File: config.mk
export PLATFORM = sky130hd
export DESIGN_NAME = gcd_sqrt
export DESIGN_NICKNAME = d
export VERILOG_FILES = /design/src/design/gcd_pkg.sv /design/src/design/gcd_sqrt.sv
export SDC_FILE = /design/constraint.sdc
export NUM_CORES = 2
export LEC_CHECK = 0
export BUFFER_PORTS_ARGS = -buffer_cell sky130_fd_sc_hd__buf_4
export CORE_ASPECT_RATIO = 2
export CORE_MARGIN = 4
export CORE_UTILIZATION = 40
export DETAILED_ROUTE_END_ITERATION = 12
export PLACE_DENSITY_LB_ADDON = 0.1
export SLEW_MARGIN = 30
export SYNTH_ARGS = -nofsm -noshare
export SYNTH_HDL_FRONTEND = slang
export SYNTH_SLANG_ARGS = --single-unit
File: constraint.sdc
create_clock -name clk_i -period 7.7 [get_ports clk_i]
set_clock_uncertainty 0.05 [all_clocks]
set_input_delay 1.54 -clock clk_i [delete_from_list [all_inputs] [get_ports clk_i]]
set_output_delay 1.54 -clock clk_i [all_outputs]
set_load 0.05 [all_outputs]
File: src/design/gcd_pkg.sv
// ----------------------------------------------------------------------------
// Great-circle distance package
// Shared constants, types and arithmetic helpers for the haversine core.
// ----------------------------------------------------------------------------
package gcd_pkg;

  localparam int unsigned LatW    = 31;
  localparam int unsigned LonW    = 32;
  localparam int unsigned RadiusW = 23;
  localparam int unsigned DistW   = 31;

  // pi * 2^62 and derived degree-to-radian factor (degrees * 10^7 units)
  localparam logic [63:0] PiQ62   = 64'hC90FDAA22168C235;
  localparam logic [63:0] D2rQ62  = (PiQ62 + 64'd900000000) / 64'd1800000000;
  localparam logic [63:0] GainQ40 = 64'd667681663043;

  localparam logic signed [35:0] Deg7Half    = 36'sd1800000000;
  localparam logic signed [35:0] Deg7Quarter = 36'sd900000000;
  localparam logic signed [35:0] Deg7Full    = 36'sd3600000000;

  localparam logic [DistW-1:0] DistMax = {DistW{1'b1}};

  // Working word of the datapath: wide enough for QF values with F up to 40.
  localparam int unsigned WordW = 48;
  typedef logic signed [WordW-1:0] word_t;

  typedef struct packed {
    logic signed [LatW-1:0] lat_a;
    logic signed [LonW-1:0] lon_a;
    logic signed [LatW-1:0] lat_b;
    logic signed [LonW-1:0] lon_b;
  } pos_pair_t;

  // atan(2^-i) at scale 2^62, rounded to frac bits
  function automatic word_t atan_entry(input int unsigned i, input int unsigned frac);
    logic signed [65:0] t;
    logic [65:0]        term;
    logic               minus;
    logic [65:0]        r;
    int unsigned        sh;
    t = '0;
    minus = 1'b0;
    if (i == 0) begin
      t = {2'b00, PiQ62 >> 2};
    end else begin
      for (int unsigned k = 1; k < 64; k += 2) begin
        if (i * k <= 62) begin
          term = ((66'd1 << (62 - i * k)) + 66'(k / 2)) / 66'(k);
          t = minus ? t - $signed(term) : t + $signed(term);
          minus = !minus;
        end
      end
    end
    sh = 62 - frac;
    r = (66'(t) + (66'd1 << (sh - 1))) >> sh;
    return word_t'(r);
  endfunction

  // Arithmetic shift, floor rounding (native >>> already floors).
  function automatic word_t asr_w(input word_t v, input int unsigned s);
    return v >>> s;
  endfunction

endpackage

File: src/design/gcd_sqrt.sv
// ----------------------------------------------------------------------------
// Pipelined square root
// floor(sqrt(v * 2^Frac)), one result bit per cell, restoring form.
// ----------------------------------------------------------------------------
module gcd_sqrt #(
  parameter int unsigned Frac = 30
) (
  input  logic           clk_i,
  input  logic           en_i,
  input  gcd_pkg::word_t v_i,
  output gcd_pkg::word_t r_o
);
  import gcd_pkg::*;

  localparam int unsigned Bits = Frac + 1;
  localparam int unsigned RadW = 2 * Frac + 2;

  logic [RadW-1:0] rad_s [Bits+1];
  logic [Bits-1:0] res_s [Bits+1];
  logic [RadW-1:0] sq_s  [Bits+1];

  assign rad_s[0] = RadW'(v_i[Frac:0]) << Frac;
  assign res_s[0] = '0;
  assign sq_s[0]  = '0;

  for (genvar b = 0; b < Bits; b++) begin : g_bit
    localparam int unsigned Pos = Bits - 1 - b;
    logic [Bits-1:0] t, res_q;
    logic [RadW-1:0] cand, rad_q, sq_q;
    // square of the trial value built from the running square by adds only
    assign t    = res_s[b] | (Bits'(1) << Pos);
    assign cand = sq_s[b] + (RadW'(res_s[b]) << (Pos + 1)) + (RadW'(1) << (2 * Pos));
    always_ff @(posedge clk_i) begin
      if (en_i) begin
        rad_q <= rad_s[b];
        if (cand <= rad_s[b]) begin
          res_q <= t;
          sq_q  <= cand;
        end else begin
          res_q <= res_s[b];
          sq_q  <= sq_s[b];
        end
      end
    end
    assign rad_s[b+1] = rad_q;
    assign res_s[b+1] = res_q;
    assign sq_s[b+1]  = sq_q;
  end

  assign r_o = word_t'(res_s[Bits]);
endmodule

==> summary.md <==
| Metric | Value |
|---|---|
| Root buf cell | `clkbuf_16` |
| Die X | `404 um` |
| Total global routing overflow | `0` |
| Fillers | `28326` |
| CTS HTree Levels | `4` |
| Final Net Count | `11916` |
| Fmax | `133 MHz` |
| Post-DP HPWL | `317 mm` |
| Via density per instance | `5.37` |
| Drt first pass iters | `5` |
| Count of cell types in the netlist | `107` |
| Pleak | `56.8 nW` |
| Hold violation count in the final report | `0` |
| Met3 Routed Length | `9.44 mm` |
| Post-Place Cell Area | `134000 sq um` |
| RSZ-0062 raised after global routing | `no` |
| Via count | `80494` |
| DR top layer | `met4` |
| CP endpoint | `g_bit[22].sq_q[41]` |
| Clock buffer depth | `4` |
| Reg-to-Reg End | `g_bit[22].sq_q[41]` |
| Final Instance Area | `142000 sq um` |
| Crit Path Max Fanout | `14` |
| Post-Route WL | `390 mm` |
| Area growth from synthesis to layout | `12.6%` |
| Depth of the worst register-to-register path | `20` |
| Endpoint class of the critical path | `flip-flop` |
| CTS tree | `yes` |
| Final period util | `0.978` |
| Ys flop type | `edfxtp_1` |
| Setup-failing EPs final | `0` |
| Worst-Margin Slew | `1.08 ns` |
| Share of cells above drive strength 1 | `0.109` |
| Worst Setup Start Kind | `flip-flop` |
| Arr. time, crit path | `8.20 ns` |
| Final min period | `7.53 ns` |
| I/O Pins | `98` |
| Initial Utilization | `0.402` |
| Die Height | `801 um` |
| Peak VDD IR | `0.000213 V` |
| Crit Path Class | `flip-flop to flip-flop` |
| Flops & latches, synth | `2295` |
| Crit path from | `g_bit[21].res_q[11]` |
| GRT Total Usage | `0.237` |
| Commonest non-fill, non-tap cells in the layout | `edfxtp_1, ha_1, inv_1` |
| Row cnt | `290` |
| Asr flop ratio synth | `0` |
| CORE AREA | `312000 sq um` |
| Layout Utilization | `0.453` |
| Power per cell area | `319 nW/um^2` |
| Skew-Pair Late Insertion Delay | `0.93 ns` |
| I/O Buffers | `63` |
| Syn. warnings | `0` |
| Sink Count | `2295` |
| Gpl congestion | `1.00` |
| Dpl ws | `0.115 ns` |
| Min Hold Slack | `0.362 ns` |
| Max-slew headroom | `0.277` |
| WL met1 | `90.6 mm` |
| Vias in the first global route | `87089` |
| Worst r2r src | `g_bit[21].res_q[11]` |
| Hold Path Depth | `0` |
| Hold Crit Class | `flip-flop to flip-flop` |
| First-pass GRT wire length | `555 mm` |
| # DRC | `0` |
| Number of synthesized flops with an enable pin | `2295` |
| Cells after Synth | `10216` |
| Cts hold-fix bufs | `0` |
| Slew Viols, Final | `0` |
| Worst EP required | `8.37 ns` |
| Initial antenna violation count | `9` |
| Cell area after synthesis | `126000 sq um` |
| Worst-path clk slew | `0.06 ns` |
| Wire per inst | `26.0 um` |
| Mean post-synth cell area | `12.3 sq um` |
| Cell taking the most area after synthesis | `edfxtp_1` |
| Synth top area share | `0.548` |
| Pwr Total | `45.1 mW` |
| Final worst-path setup slack | `0.170 ns` |
| Die area | `324000 sq um` |
| Outcome | `completed` |
| Worst reg-to-reg setup slack | `0.17 ns` |
| Synth top area cells | `edfxtp_1, ha_1, xnor2_1` |
| Met2 wire len | `237 mm` |
| CTS Buf Count | `223` |
| Max-cap violation count | `0` |
| Sequential-to-total area share from yosys stat | `0.548` |
| Post CTS Setup Buffer Count | `0` |
| Commonest non-fill, non-tap cell in the layout | `edfxtp_1` |
| Post-route ant nets | `0` |
| DR iter-0 viols | `3544` |
| Largest net degree at the start of global routing | `171` |
==> flip-flops by register name (all words and copies together), names as in the netlist <==
signal and flops:
g_bit.rad_q 901, g_bit.sq_q 899, g_bit.res_q 495
==> where the power goes <==
group          internal (mW)  switching, mW  total (mW)
Combinational           6.71           9.14        15.9
Sequential              16.0           1.70        17.7
Clock                   6.55           4.96        11.5
==> worst max-delay path, cell delays in order (launching register included) <==
cell and delay, ns:
edfxtp_1 0.41, ha_1 0.40, nand3_1 0.16, a221oi_1 0.70
o41ai_2 0.22, nor4_1 0.70, o22a_1 0.28, a311o_1 0.27
o2bb2ai_1 0.16, buf_4 0.32, xor2_1 0.13, ha_1 0.31
nand4_1 0.25, a211oi_1 0.96, o2111ai_1 0.49, buf_4 0.27
o211a_1 0.18, and2_1 0.21, buf_12 0.16, xor2_1 0.47
buf_4 0.20
==> cell usage after synthesis, types with 47 or more instances <==
library cell     n
a211oi_1        56
a31oi_1         52
a21oi_1        455
xor2_1         450
and3_1         146
o21ai_0        274
clkbuf_1        81
ha_1          1164
buf_2           47
nand3_1        282
nand4_1        233
and2_1          66
inv_1          817
nor3_1          90
o21a_1          82
nor2_1         580
xnor2_1        794
o21bai_1        58
nor4_1          60
mux2_2         321
a21o_1         406
edfxtp_1      2295
nand2b_1       109
nor2b_1         82
nand2_1        643
==> worst min-delay path by stage <==
| stage | startpoint | end | slack, ns |
|---|---|---|---|
| 2_1_floorplan | g_bit[0].rad_q[30] | g_bit[1].rad_q[30] | 0.35 |
| 3_3_place_gp | g_bit[0].rad_q[44] | g_bit[1].rad_q[44] | 0.35 |
| 3_5_place_dp | g_bit[0].rad_q[36] | g_bit[1].rad_q[36] | 0.35 |
| 4_1_cts | g_bit[26].rad_q[49] | g_bit[27].rad_q[49] | 0.37 |
| 5_1_grt | g_bit[0].rad_q[39] | g_bit[1].rad_q[39] | 0.37 |
| 6_report | g_bit[0].rad_q[41] | g_bit[1].rad_q[41] | 0.36 |
==> metrics by stage <==
stage               std cells  setup TNS, ns
finish                  15002              0
global route            15000              0
CTS                     14971              0
detailed placement      14562              0
global placement        14561          -3.50
floorplan               10233              0
==> layer usage <==
metal / global-route usage / vias up
met5: 0 / -
met4: 0.255 / 0
met3: 0.0261 / 1111
met2: 0.515 / 1667
met1: 0.145 / 39179
li1: - / 38537
==> final cells by class <==
| cell class | count | area [sq um] | share of cell area |
|---|---|---|---|
| inverters | 823 | 3090 | 0.0218 |
| clock buffers | 253 | 5760 | 0.0407 |
| diodes | 28 | 70.1 | 0.000495 |
| multi-input cells | 6950 | 53200 | 0.376 |
| flip-flops and latches | 2295 | 68900 | 0.487 |
| well taps | 4088 | 5110 | 0.0361 |
| repair buffers | 409 | 3660 | 0.0259 |
| clock inverters | 156 | 1770 | 0.0125 |
==> cell families after synthesis <==
logic type      count (synthesis)  synth area share
compound gates               1714            0.0908
xor+xnor                     1244            0.0867
fa+ha+maj                    1164             0.116
buf+inv                       988            0.0308
flops                        2295             0.548
mux                           327            0.0292
other cells                     1         0.0000298
simple gates                 2483            0.0982
==> what timing repair did <==
action | 4_1_cts | 5_1_grt
resized for setup | 0 | 3
endpoints found under the hold margin | 0 | 0
endpoints found under the setup margin | 0 | 45
No activity file was read; power rests on OpenSTA's default activity.
